## config.mk

```make
export PLATFORM = sky130hd
export DESIGN_NAME = stream_search_replace_unit
export DESIGN_NICKNAME = d
export VERILOG_FILES = /design/src/rtl/core/ssr_pkg.sv /design/src/rtl/core/stream_search_replace_unit.sv /design/src/rtl/core/ssr_ctrl.sv /design/src/rtl/core/ssr_dp.sv
export SDC_FILE = /design/constraint.sdc
export NUM_CORES = 1
export LEC_CHECK = 0
export BUFFER_PORTS_ARGS = -buffer_cell sky130_fd_sc_hd__buf_4
export CAP_MARGIN = 20
export CORE_MARGIN = 1
export CORE_UTILIZATION = 43
export DETAILED_ROUTE_END_ITERATION = 8
export PLACE_DENSITY = 0.64
export RECOVER_POWER = 50
export SLEW_MARGIN = 30
export SYNTH_ARGS = -nofsm -noshare
export SYNTH_HDL_FRONTEND = slang
export SYNTH_SLANG_ARGS = --single-unit
```

## constraint.sdc

```tcl
create_clock -name clk -period 4.3 [get_ports clk]
set_input_delay 0.215 -clock clk [delete_from_list [all_inputs] [get_ports clk]]
set_output_delay 0.215 -clock clk [all_outputs]
set_load 0.005 [all_outputs]
```

## src/rtl/core/ssr_pkg.sv

```systemverilog
// ----------------------------------------------------------------------------
// ssr_pkg
// Shared types and constants of the stream search and replace unit.
// ----------------------------------------------------------------------------
package ssr_pkg;

  localparam int MAX_LEN     = 32;
  localparam int MAX_RESULTS = 32;
  localparam int LEN_W       = 6;
  localparam int IDX_W       = 5;
  localparam int CNT_W       = 16;

  typedef enum logic [1:0] {
    FUNC_STREAM  = 2'd0,
    FUNC_EOS     = 2'd1,
    FUNC_PATTERN = 2'd2,
    FUNC_REPLACE = 2'd3
  } func_t;

  typedef enum logic [2:0] {
    REG_PATTERN_LEN = 3'd0,
    REG_REPLACE_LEN = 3'd1,
    REG_REPLACE_EN  = 3'd2,
    REG_MIN_MATCHES = 3'd3,
    REG_MAX_MATCHES = 3'd4
  } reg_idx_t;

  typedef enum logic [3:0] {
    OP_NONE,
    OP_LOAD,
    OP_TABLE,
    OP_SCAN,
    OP_EMIT_WIN,
    OP_EMIT_REP,
    OP_DROP,
    OP_FLUSH,
    OP_STATUS,
    OP_FINISH
  } op_t;

  typedef struct packed {
    op_t op;
  } cmd_t;

  typedef struct packed {
    logic empty;     // every buffered byte is part of the partial match
    logic full;      // this scan step completes a match
    logic do_rep;    // the completed match is replaced
    logic rem_one;   // last step of an emit or drop run
    logic w_zero;    // no partial match is pending
    logic stall;     // output side cannot take this step's result
  } sts_t;

  // Lengths of 0 act as 1, larger than the tables saturate.
  function automatic logic [LEN_W-1:0] eff_len(input logic [LEN_W-1:0] v);
    logic [LEN_W-1:0] r;
    r = v;
    if (v == '0) r = LEN_W'(1);
    else if (v > LEN_W'(MAX_LEN)) r = LEN_W'(MAX_LEN);
    return r;
  endfunction

endpackage

```

## src/rtl/core/stream_search_replace_unit.sv

```systemverilog
// ----------------------------------------------------------------------------
// stream_search_replace_unit
// Byte-stream search and replace with loadable pattern and replacement tables.
// ----------------------------------------------------------------------------
// Flow: a stream byte is loaded into the buffer, then the sequencer runs its scan,
// emit and drop steps and a closing step; each result passes through the hold
// stage to the output register. A new transfer is taken only once the item is done.
// An end of stream flushes every buffered byte, then emits a status result and
// closes. Table writes are taken while idle. A stalled output holds the sequencer.
// Reset (rst, synchronous): clears the match count, empties the byte buffer and restores the configuration defaults.
module stream_search_replace_unit (
  input  logic        clk,
  input  logic        rst,
  input  logic        s_axis_tvalid,
  output logic        s_axis_tready,
  input  logic [15:0] s_axis_tdata,  // [7:0] data_byte, [12:8] table_index
  input  logic [1:0]  s_axis_tuser,  // [1:0] func
  output logic        m_axis_tvalid,
  input  logic        m_axis_tready,
  output logic [23:0] m_axis_tdata,  // [7:0] out_byte, [23:8] match_count
  output logic [0:0]  m_axis_tuser,  // [0] byte_valid
  output logic        m_axis_tlast,  // last result of the input transfer
  input  logic        cfg_we,
  input  logic [2:0]  cfg_index,
  input  logic [15:0] cfg_data
);
  import ssr_pkg::*;

  cmd_t             cmd;
  sts_t             sts;
  logic [7:0]       out_byte;
  logic             out_bv;
  logic [CNT_W-1:0] out_cnt;

  // The sequencer only accepts a transfer when the previous item is complete.
  ssr_ctrl u_ctrl (
    .clk      (clk),
    .rst      (rst),
    .in_valid (s_axis_tvalid),
    .in_func  (s_axis_tuser),
    .in_ready (s_axis_tready),
    .sts      (sts),
    .cmd      (cmd)
  );

  // The datapath holds one result back so that the last flag can be set on it
  // once the item is known to be finished.
  ssr_dp u_dp (
    .clk       (clk),
    .rst       (rst),
    .cmd       (cmd),
    .sts       (sts),
    .in_func   (s_axis_tuser),
    .in_byte   (s_axis_tdata[7:0]),
    .in_index  (s_axis_tdata[12:8]),
    .cfg_we    (cfg_we),
    .cfg_index (cfg_index),
    .cfg_data  (cfg_data),
    .out_valid (m_axis_tvalid),
    .out_ready (m_axis_tready),
    .out_byte  (out_byte),
    .out_bv    (out_bv),
    .out_cnt   (out_cnt),
    .out_last  (m_axis_tlast)
  );

  assign m_axis_tdata = {out_cnt, out_byte};
  assign m_axis_tuser = out_bv;

endmodule

```

## src/rtl/core/ssr_ctrl.sv

```systemverilog
// ----------------------------------------------------------------------------
// ssr_ctrl
// Sequencer: steps the datapath through scan, emit, drop, flush, status and finish phases.
// ----------------------------------------------------------------------------
module ssr_ctrl (
  input  logic          clk,
  input  logic          rst,
  input  logic          in_valid,
  input  logic [1:0]    in_func,
  output logic          in_ready,
  input  ssr_pkg::sts_t sts,
  output ssr_pkg::cmd_t cmd
);
  import ssr_pkg::*;

  typedef enum logic [2:0] {
    S_IDLE, S_SCAN, S_EMIT_WIN, S_EMIT_REP, S_DROP, S_FLUSH, S_STATUS, S_FINISH
  } state_t;

  state_t state, state_next;

  assign in_ready = (state == S_IDLE);

  always_comb begin
    state_next = state;
    cmd.op     = OP_NONE;
    case (state)
      S_IDLE: begin
        if (in_valid) begin
          case (in_func)
            FUNC_STREAM: begin
              cmd.op     = OP_LOAD;
              state_next = S_SCAN;
            end
            FUNC_EOS: state_next = S_FLUSH;
            default: cmd.op = OP_TABLE;
          endcase
        end
      end
      S_SCAN: begin
        if (sts.empty) begin
          state_next = S_FINISH;
        end else begin
          cmd.op = OP_SCAN;
          if (!sts.stall && sts.full) state_next = sts.do_rep ? S_EMIT_REP : S_EMIT_WIN;
        end
      end
      S_EMIT_WIN: begin
        cmd.op = OP_EMIT_WIN;
        if (!sts.stall && sts.rem_one) state_next = S_SCAN;
      end
      S_EMIT_REP: begin
        cmd.op = OP_EMIT_REP;
        if (!sts.stall && sts.rem_one) state_next = S_DROP;
      end
      S_DROP: begin
        cmd.op = OP_DROP;
        if (sts.rem_one) state_next = S_SCAN;
      end
      S_FLUSH: begin
        if (sts.w_zero) state_next = S_STATUS;
        else cmd.op = OP_FLUSH;
      end
      S_STATUS: begin
        cmd.op = OP_STATUS;
        if (!sts.stall) state_next = S_FINISH;
      end
      S_FINISH: begin
        cmd.op = OP_FINISH;
        if (!sts.stall) state_next = S_IDLE;
      end
      default: state_next = S_IDLE;
    endcase
  end

  always_ff @(posedge clk) begin
    if (rst) state <= S_IDLE;
    else state <= state_next;
  end

endmodule

```

## src/rtl/core/ssr_dp.sv

```systemverilog
// ----------------------------------------------------------------------------
// ssr_dp
// Datapath: tables, byte buffer, counters, result hold stage and output register.
// ----------------------------------------------------------------------------
module ssr_dp (
  input  logic                       clk,
  input  logic                       rst,
  input  ssr_pkg::cmd_t              cmd,
  output ssr_pkg::sts_t              sts,
  input  logic [1:0]                 in_func,
  input  logic [7:0]                 in_byte,
  input  logic [ssr_pkg::IDX_W-1:0]  in_index,
  input  logic                       cfg_we,
  input  logic [2:0]                 cfg_index,
  input  logic [15:0]                cfg_data,
  output logic                       out_valid,
  input  logic                       out_ready,
  output logic [7:0]                 out_byte,
  output logic                       out_bv,
  output logic [ssr_pkg::CNT_W-1:0]  out_cnt,
  output logic                       out_last
);
  import ssr_pkg::*;

  logic [7:0]       pat [MAX_LEN];
  logic [7:0]       rep [MAX_LEN];
  logic [7:0]       win [MAX_LEN];
  logic [LEN_W-1:0] n, w, rem, res_cnt;
  logic [IDX_W-1:0] rep_idx;
  logic [CNT_W-1:0] match_total;

  logic [LEN_W-1:0] cfg_plen, cfg_rlen;
  logic             cfg_ren;
  logic [CNT_W-1:0] cfg_min, cfg_max;

  logic             hold_valid, hold_bv;
  logic [7:0]       hold_byte;
  logic [CNT_W-1:0] hold_cnt;

  logic [LEN_W-1:0] plen, rlen;
  logic [CNT_W-1:0] matches_inc;
  logic             allowed, is_match, full, do_rep;
  logic             emit_req, push_take, can_push, stall, go, move_out, shift;
  logic [7:0]       emit_byte;
  logic             emit_bv;

  assign plen        = eff_len(cfg_plen);
  assign rlen        = eff_len(cfg_rlen);
  assign allowed     = (cfg_max == '0) || (match_total < cfg_max);
  assign is_match    = ((w == '0) ? allowed : (w < plen)) &&
                       (win[w[IDX_W-1:0]] == pat[w[IDX_W-1:0]]);
  assign full        = is_match && ((w + LEN_W'(1)) == plen);
  assign matches_inc = (match_total == '1) ? match_total : match_total + CNT_W'(1);
  assign do_rep      = cfg_ren && !(matches_inc < cfg_min);

  always_comb begin
    emit_req  = 1'b0;
    emit_byte = win[0];
    emit_bv   = 1'b1;
    case (cmd.op)
      OP_SCAN:     emit_req = (w != n) && !is_match;
      OP_EMIT_WIN: emit_req = 1'b1;
      OP_FLUSH:    emit_req = 1'b1;
      OP_EMIT_REP: begin
        emit_req  = 1'b1;
        emit_byte = rep[rep_idx];
      end
      OP_STATUS: begin
        emit_req  = 1'b1;
        emit_byte = 8'd0;
        emit_bv   = 1'b0;
      end
      default: emit_req = 1'b0;
    endcase
  end

  assign can_push  = !out_valid || out_ready;
  assign push_take = emit_req && (res_cnt < LEN_W'(MAX_RESULTS));
  assign stall     = hold_valid && !can_push && (push_take || (cmd.op == OP_FINISH));
  assign go        = !stall;
  assign move_out  = go && hold_valid && (push_take || (cmd.op == OP_FINISH));
  assign shift     = go && ((cmd.op == OP_SCAN && emit_req) || cmd.op == OP_EMIT_WIN ||
                            cmd.op == OP_DROP || cmd.op == OP_FLUSH);

  assign sts.empty   = (w == n);
  assign sts.full    = full;
  assign sts.do_rep  = do_rep;
  assign sts.rem_one = (rem == LEN_W'(1));
  assign sts.w_zero  = (w == '0);
  assign sts.stall   = stall;

  // Tables and the byte buffer carry no reset.
  always_ff @(posedge clk) begin
    if (cmd.op == OP_TABLE) begin
      if (in_func == FUNC_PATTERN) pat[in_index] <= in_byte;
      else rep[in_index] <= in_byte;
    end
    if (cmd.op == OP_LOAD) begin
      win[n[IDX_W-1:0]] <= in_byte;
    end else if (shift) begin
      for (int i = 0; i < MAX_LEN - 1; i++) win[i] <= win[i+1];
    end
    if (go && push_take) begin
      hold_byte <= emit_byte;
      hold_bv   <= emit_bv;
      hold_cnt  <= match_total;
    end
    if (move_out) begin
      out_byte <= hold_byte;
      out_bv   <= hold_bv;
      out_cnt  <= hold_cnt;
      out_last <= (cmd.op == OP_FINISH);
    end
  end

  always_ff @(posedge clk) begin
    if (rst) begin
      n           <= '0;
      w           <= '0;
      rem         <= '0;
      rep_idx     <= '0;
      res_cnt     <= '0;
      match_total <= '0;
      hold_valid  <= 1'b0;
      out_valid   <= 1'b0;
      cfg_plen    <= LEN_W'(1);
      cfg_rlen    <= LEN_W'(1);
      cfg_ren     <= 1'b0;
      cfg_min     <= CNT_W'(1);
      cfg_max     <= '0;
    end else begin
      if (cfg_we) begin
        case (cfg_index)
          REG_PATTERN_LEN: cfg_plen <= cfg_data[LEN_W-1:0];
          REG_REPLACE_LEN: cfg_rlen <= cfg_data[LEN_W-1:0];
          REG_REPLACE_EN:  cfg_ren  <= cfg_data[0];
          REG_MIN_MATCHES: cfg_min  <= cfg_data;
          REG_MAX_MATCHES: cfg_max  <= cfg_data;
          default: ;
        endcase
      end

      if (shift) n <= n - LEN_W'(1);
      if (cmd.op == OP_LOAD) n <= n + LEN_W'(1);

      if (go) begin
        case (cmd.op)
          OP_SCAN: begin
            if (w != n) begin
              if (!is_match) begin
                w <= '0;
              end else if (full) begin
                w           <= '0;
                match_total <= matches_inc;
                rep_idx     <= '0;
                rem         <= do_rep ? rlen : plen;
              end else begin
                w <= w + LEN_W'(1);
              end
            end
          end
          OP_EMIT_WIN, OP_DROP: rem <= rem - LEN_W'(1);
          OP_EMIT_REP: begin
            rep_idx <= rep_idx + IDX_W'(1);
            rem     <= (rem == LEN_W'(1)) ? plen : rem - LEN_W'(1);
          end
          OP_FLUSH: w <= w - LEN_W'(1);
          default: ;
        endcase
      end

      if (go && push_take) begin
        hold_valid <= 1'b1;
        res_cnt    <= res_cnt + LEN_W'(1);
      end
      if (go && cmd.op == OP_FINISH) begin
        hold_valid <= 1'b0;
        res_cnt    <= '0;
      end

      if (move_out) out_valid <= 1'b1;
      else if (out_ready) out_valid <= 1'b0;
    end
  end

  a_w_within_buffer: assert property (@(posedge clk) disable iff (rst) w <= n)
    else $error("partial match runs past the buffered bytes");
  a_buffer_bound: assert property (@(posedge clk) disable iff (rst) n <= LEN_W'(MAX_LEN))
    else $error("byte buffer overfilled");
  a_result_bound: assert property (@(posedge clk) disable iff (rst)
      res_cnt <= LEN_W'(MAX_RESULTS))
    else $error("too many results for one item");
  a_finish_empties: assert property (@(posedge clk) disable iff (rst)
      (cmd.op == OP_FINISH && !stall) |=> !hold_valid)
    else $error("held result survived the end of an item");

endmodule
```

Word-level counts from Yosys, hierarchy flattened. Memory sizes are Yosys's and may differ from the RTL's. A register that Yosys moved wholly into a read port is not among the register bits. Index checks and enable logic that the tools add are counted. W data, S select, Z words.

Register bits after elaboration: 146. Output and inout bits: 28. Input bits: 42. Memories: 3. Memory bits (writable): 768.

Memories: u_dp.pat (words 32, width 8, read ports 1, clocked after Yosys merged registers in 1, write ports 1, RTL line ssr_dp.sv:25) `logic [7:0] pat [MAX_LEN];`; u_dp.rep (words 32, width 8, read ports 1, clocked after Yosys merged registers in 1, write ports 1, RTL line ssr_dp.sv:26) `logic [7:0] rep [MAX_LEN];`; u_dp.win (words 32, width 8, read ports 33, clocked after Yosys merged registers in 1, write ports 31, RTL line ssr_dp.sv:27) `logic [7:0] win [MAX_LEN];`.

Multiplexer cells: 64. Add/sub/neg operators: 8. Eq/ne operators: 40. Reductions and logical operators: 52. Order comparisons: 6. Bitwise operators: 1.

Operator list (count): $mux W6 (14); $mux W5 (10); $lt A16 B16 Y1 (2); $pmux W4 S8 (1); $mux W3 (10); $pmux W3 S8 (1); $add A6 B1 Y6 const B (3); $logic_not A6 Y1 (3); $pmux W6 S3 (1); $sub A6 B1 Y6 const B (3); $mux W1 (17); $add A16 B1 Y16 const B (1); $eq A16 B16 Y1 const B (1); $eq A4 B3 Y1 const B (4); $logic_not A16 Y1 (1); $mux W16 (1); $pmux W8 S2 (1); $eq A3 B3 Y1 const B (5); $logic_and A1 B1 Y1 (15); $reduce_and A5 Y1 (3); $eq A3 B2 Y1 const B (4); $eq A6 B6 Y1 (2); $gt A6 B6 Y1 const B (2); $pmux W6 S2 (1); 36 further kinds (65).

Depth between registers and ports, before layout.
Depth after elaboration: 19. Mapped depth: 19. Mapped depth without buffers: 18.

Hierarchy. From an unflattened synthesis, not the netlist that was laid out.

Cell total of the unflattened synthesis: 2807. Area, all modules: 40128.5 um2.

Modules (own cells, without submodules): ssr_dp (cells each 2753, area an instance 39760.6 um2, sequential area each 26635.5 um2, instances 1); ssr_ctrl (cells each 54, area an instance 367.9 um2, sequential area each 60.1 um2, instances 1).

Least setup slack after synthesis. Ideal clock, no wire load.

Kind: reg2reg. Start: reg u_dp.match_total[4]. End: reg u_dp.rem[4]. Arrival time: 4.357 ns. Cell stages (with the launch flop): 20. Data required time: 4.233 ns. Path slack: -0.125 ns. Buffers on the path: 2. Cells stage by stage: dfxtp_1 clkbuf_1 nand4_1 nor4_2 nand3_1 and3_1 clkbuf_1 nand3_1 xnor2_1 ha_1 a21o_1 a21o_1 a21o_1 a211oi_1 o31ai_1 a211oi_2 mux2i_1 a21oi_1 or3_1 a21oi_2.

Elaborated cells between the ends (all ways): 26.

RTL lines: start, declared (RTL line ssr_dp.sv:30) `logic [CNT_W-1:0] match_total;`; start signal, assigned (RTL line ssr_dp.sv:154) `match_total <= matches_inc;`; $add A16 B1 Y16 or $eq A16 B16 Y1 (tied branches) (RTL line ssr_dp.sv:53) `assign matches_inc = (match_total == '1) ? match_total : match_total + CNT_W'(1);`; $mux W16 * (RTL line ssr_dp.sv:53); net u_dp.matches_inc[9] (RTL line ssr_dp.sv:41) `logic [CNT_W-1:0] matches_inc;`; $lt A16 B16 Y1 * (RTL line ssr_dp.sv:54) `assign do_rep = cfg_ren && !(matches_inc < cfg_min);`; $logic_not A1 Y1 * (RTL line ssr_dp.sv:54); $logic_and A1 B1 Y1 * (RTL line ssr_dp.sv:54); $mux W6 * (RTL line ssr_dp.sv:156) `rem <= do_rep ? rlen : plen;`; $mux W6 * (RTL line ssr_dp.sv:152) `end else if (full) begin`; $mux W6 * (RTL line ssr_dp.sv:150) `if (!is_match) begin`; $mux W6 * (RTL line ssr_dp.sv:149) `if (w != n) begin`; $pmux W6 S3 * (RTL line ssr_dp.sv:147) `case (cmd.op)`; end signal, assigned (RTL line ssr_dp.sv:156); end signal, assigned (RTL line ssr_dp.sv:162) `OP_EMIT_WIN, OP_DROP: rem <= rem - LEN_W'(1);`; end signal, assigned (RTL line ssr_dp.sv:165) `rem <= (rem == LEN_W'(1)) ? plen : rem - LEN_W'(1);`; end, declared (RTL line ssr_dp.sv:28) `logic [LEN_W-1:0] n, w, rem, res_cnt;`.

Mark *: on every way through the listed nets, which the timed path passes. The rest lies on a longest branch. The select of a mux whose other input is x is not followed. A chain may end at the register's enable or synchronous reset.

==> results.cfg <==
[status]
outcome = complete, but fails checks
violations = max-capacitance violations, max-slew violations

[sta]
finalClockSkew_ps = 36.0
hold_viol = 0
rsz0062_at_grt = no
min_period_over_period = 0.951
final_max_slew_viol_count = 562
fmaxAchievable_mhz = 244
post-route-min-period_ps = 4090
final.setup.tns_ps = 0
setup_viol = 0
slew_headroom = -1.38
holdWs_ps = 161
layout_setup_ws_ps = 210
worst_pin_slew_ps = 3560

[critical_path]
cpLargestDelayFamily = buffers and inverters
critPathSlowestCell = mux4_2
critPathArrivalTime_ps = 4440
cpPeakStageDelay_ps = 530
crit_type = reg -> reg
regToRegSetupSlack_ps = 210
required_ps = 4650
critical_path_peak_fanout = 54
end_kind = register
path_cells = buf_12 -> buf_4 -> mux4_2 -> a221oi_1 -> xnor2_1 -> nand3b_1 -> nand2_1 -> nand3_1 -> o21a_4 -> buf_12 -> o21bai_1 -> buf_4
crit_buf_inv = 4
start_kind = register

[yosys]
synthFlopType = edfxtp_1
yosysWarnings = 0
syn_area_um2 = 40100
synth_top_area_share = 0.613
synth_cell_types = 81
ys_ff_latch = 924
avgSynthCellArea_um2 = 15.9
synth-edff-count = 819
synth_top_area_cell = edfxtp_1
ys_seq_area_frac = 0.665
syn_inst = 2523
ys_top_cells_by_area = edfxtp_1, mux4_2, dfxtp_1, a21o_1, ha_1
syn_nets = 2614
async_reset_ff_frac = 0

[layout]
syn2layout_area_growth_pct = 15.3
multi_input_area_um2 = 12400
layout_commonest_cell = edfxtp_1
layout.nets = 2799
n_fill_cell = 7528
drive_above_1_share = 0.202
final_cell_mix = edfxtp_1, a21o_1, mux4_2
seq_area_um2 = 26700

[clocking]
clock_latency_ps = 660
htreeDepth = 3
cts_tree = done
cts.sinks = 924
cts-root-buf = clkbuf_16
clkTransAtPathRegs_ps = 60
cts_made_buffers = 95
cts_max_path_buffers = 3

[die]
start_util = 0.436
io_pins = 70
core_um2 = 92100
die_w_um = 307
die_h_um = 307
rows = 111
dieArea_um2 = 94500

[power]
power_mw = 33.1
switching_power_mw = 10.3
leakagePower_nw = 16.2
p_per_area_nw_per_um2 = 716
clkPwrFrac = 0.260
p_int_mw = 22.8
p_comb_frac = 0.323
pwr-share-seq = 0.417
peakVddDrop_mv = 0.470
switching_share = 0.311

[placement]
post-dp-hpwl_um = 65200
place.port_buffers = 66
place.gp.congestion = 0.855
pre_cts_ws_ps = 68.4

[routing]
viasPerCell = 5.78
vias = 23300
wl_per_cell_um = 24.2
postRouteAntennaNets = 0
first_pass_iters = 5
finalWirelength_um = 97400
drt_iter0_drc = 2328
drc = 0

[global_route]
first_global_vias = 23500
grt_overflow = 0
grt_pass1_wl_um = 147000
grt_use_total = 0.206
antenna_found_initial = 1
grt_max_degree = 81

[hold_path]
hp-class = in -> reg

[flow_run]
max-cap-violations = 10
## metal layers
metal,global-route usage,up-vias,wire length (µm)
li1,-,10300,-
met4,0.0657,0,2590
met3,0.0251,143,6200
met1,0.286,12000,41300
met5,0,-,0
met2,0.338,891,47300
## synth_stat cells (19+ instances only)
cell	number
o21ai_0	27
o22ai_1	35
a21oi_1	82
nand3_1	33
xnor2_1	31
o21bai_1	34
a21o_1	259
nand3b_1	20
mux2i_1	52
nor2b_1	21
ha_1	48
nor3_1	19
edfxtp_1	819
inv_1	54
buf_2	49
nor2_1	142
dfxtp_1	105
buf_1	19
xor2_1	21
nand2_1	142
clkbuf_1	73
a22oi_1	21
mux4_2	189
## sequential cells by signal (all words and copies together), names as in the netlist, named ones only
name and cells:
u_dp.pat 256, u_dp.rep 256, u_dp.win 256, u_dp.cfg_max 16, u_dp.cfg_min 16, u_dp.hold_cnt 16
u_dp.match_total 16, u_dp.out_cnt 16, u_dp.hold_byte 8, u_dp.out_byte 8, u_dp.cfg_plen 6, u_dp.cfg_rlen 6
u_dp.n 6, u_dp.rem 6, u_dp.res_cnt 6, u_dp.w 6, u_dp.rep_idx 5, u_ctrl.state 3
u_dp.cfg_ren 1, u_dp.hold_bv 1, u_dp.hold_valid 1, u_dp.out_bv 1, u_dp.out_last 1, u_dp.out_valid 1
## worst paths after layout
| kind | startpoint | endpoint | cells past startpoint |
|---|---|---|---|
| max reg2reg | register | u_dp.win[23][1]$_DFFE_PP_ | 12 |
| max | register | u_dp.win[23][1]$_DFFE_PP_ | 12 |
| min reg2reg | u_dp.hold_cnt[2]$_DFFE_PP_ | u_dp.out_cnt[2]$_DFFE_PP_ | 0 |
| min | s_axis_tuser[0] | u_ctrl.state[2]$_SDFFE_PP0P_ | 5 |
## worst min-delay path, delay by kind of cell
kind / cells / cell delay [ps]
AO/OA/AOI/OAI: 4 / 420
buffers and inverters: 1 / 130
## power by group through the flow
stage | combinational, mW | clock (mW) | sequential, mW
after floorplan | 6.93 | 0 | 13.5
after detailed placement | 10.7 | 0 | 13.9
after global placement | 10.4 | 0 | 13.8
after CTS | 10.8 | 8.76 | 13.8
final | 10.7 | 8.63 | 13.8
after global routing | 11.5 | 9.06 | 14.0
## through the flow
stage               area (µm²)  instances  utilization
CTS                      46400       4029        0.504
global route             46300       4030        0.502
detailed placement       42900       3831        0.466
floorplan                40100       2523            -
finish                   46300       4031        0.502
global placement         42900       3831        0.466
## cell families after synthesis
logic type	count (synthesis)	synth area share
mux	254	0.127
buf+inv	224	0.0279
fa+ha+maj	49	0.0155
xor+xnor	54	0.0125
compound gates	536	0.0940
flops	924	0.665
simple gates	482	0.0579
## timing repair
item	CTS	global route
gates resized for setup	0	2
endpoints found under the hold margin	50	0
buffers inserted	0	1
setup endpoints to repair	0	14
hold buffers	22	0
## final cells by class
cell class	count	area share
Inverter	54	0.00438
Antenna cell	1	0.0000541
Timing Repair Buffer	258	0.0467
Clock buffer	122	0.0554
Multi-Input combinational cell	1375	0.267
Tap cell	1243	0.0336
Sequential cell	924	0.577
Clock inverter	54	0.0151
(Power assumes the default switching activity.)
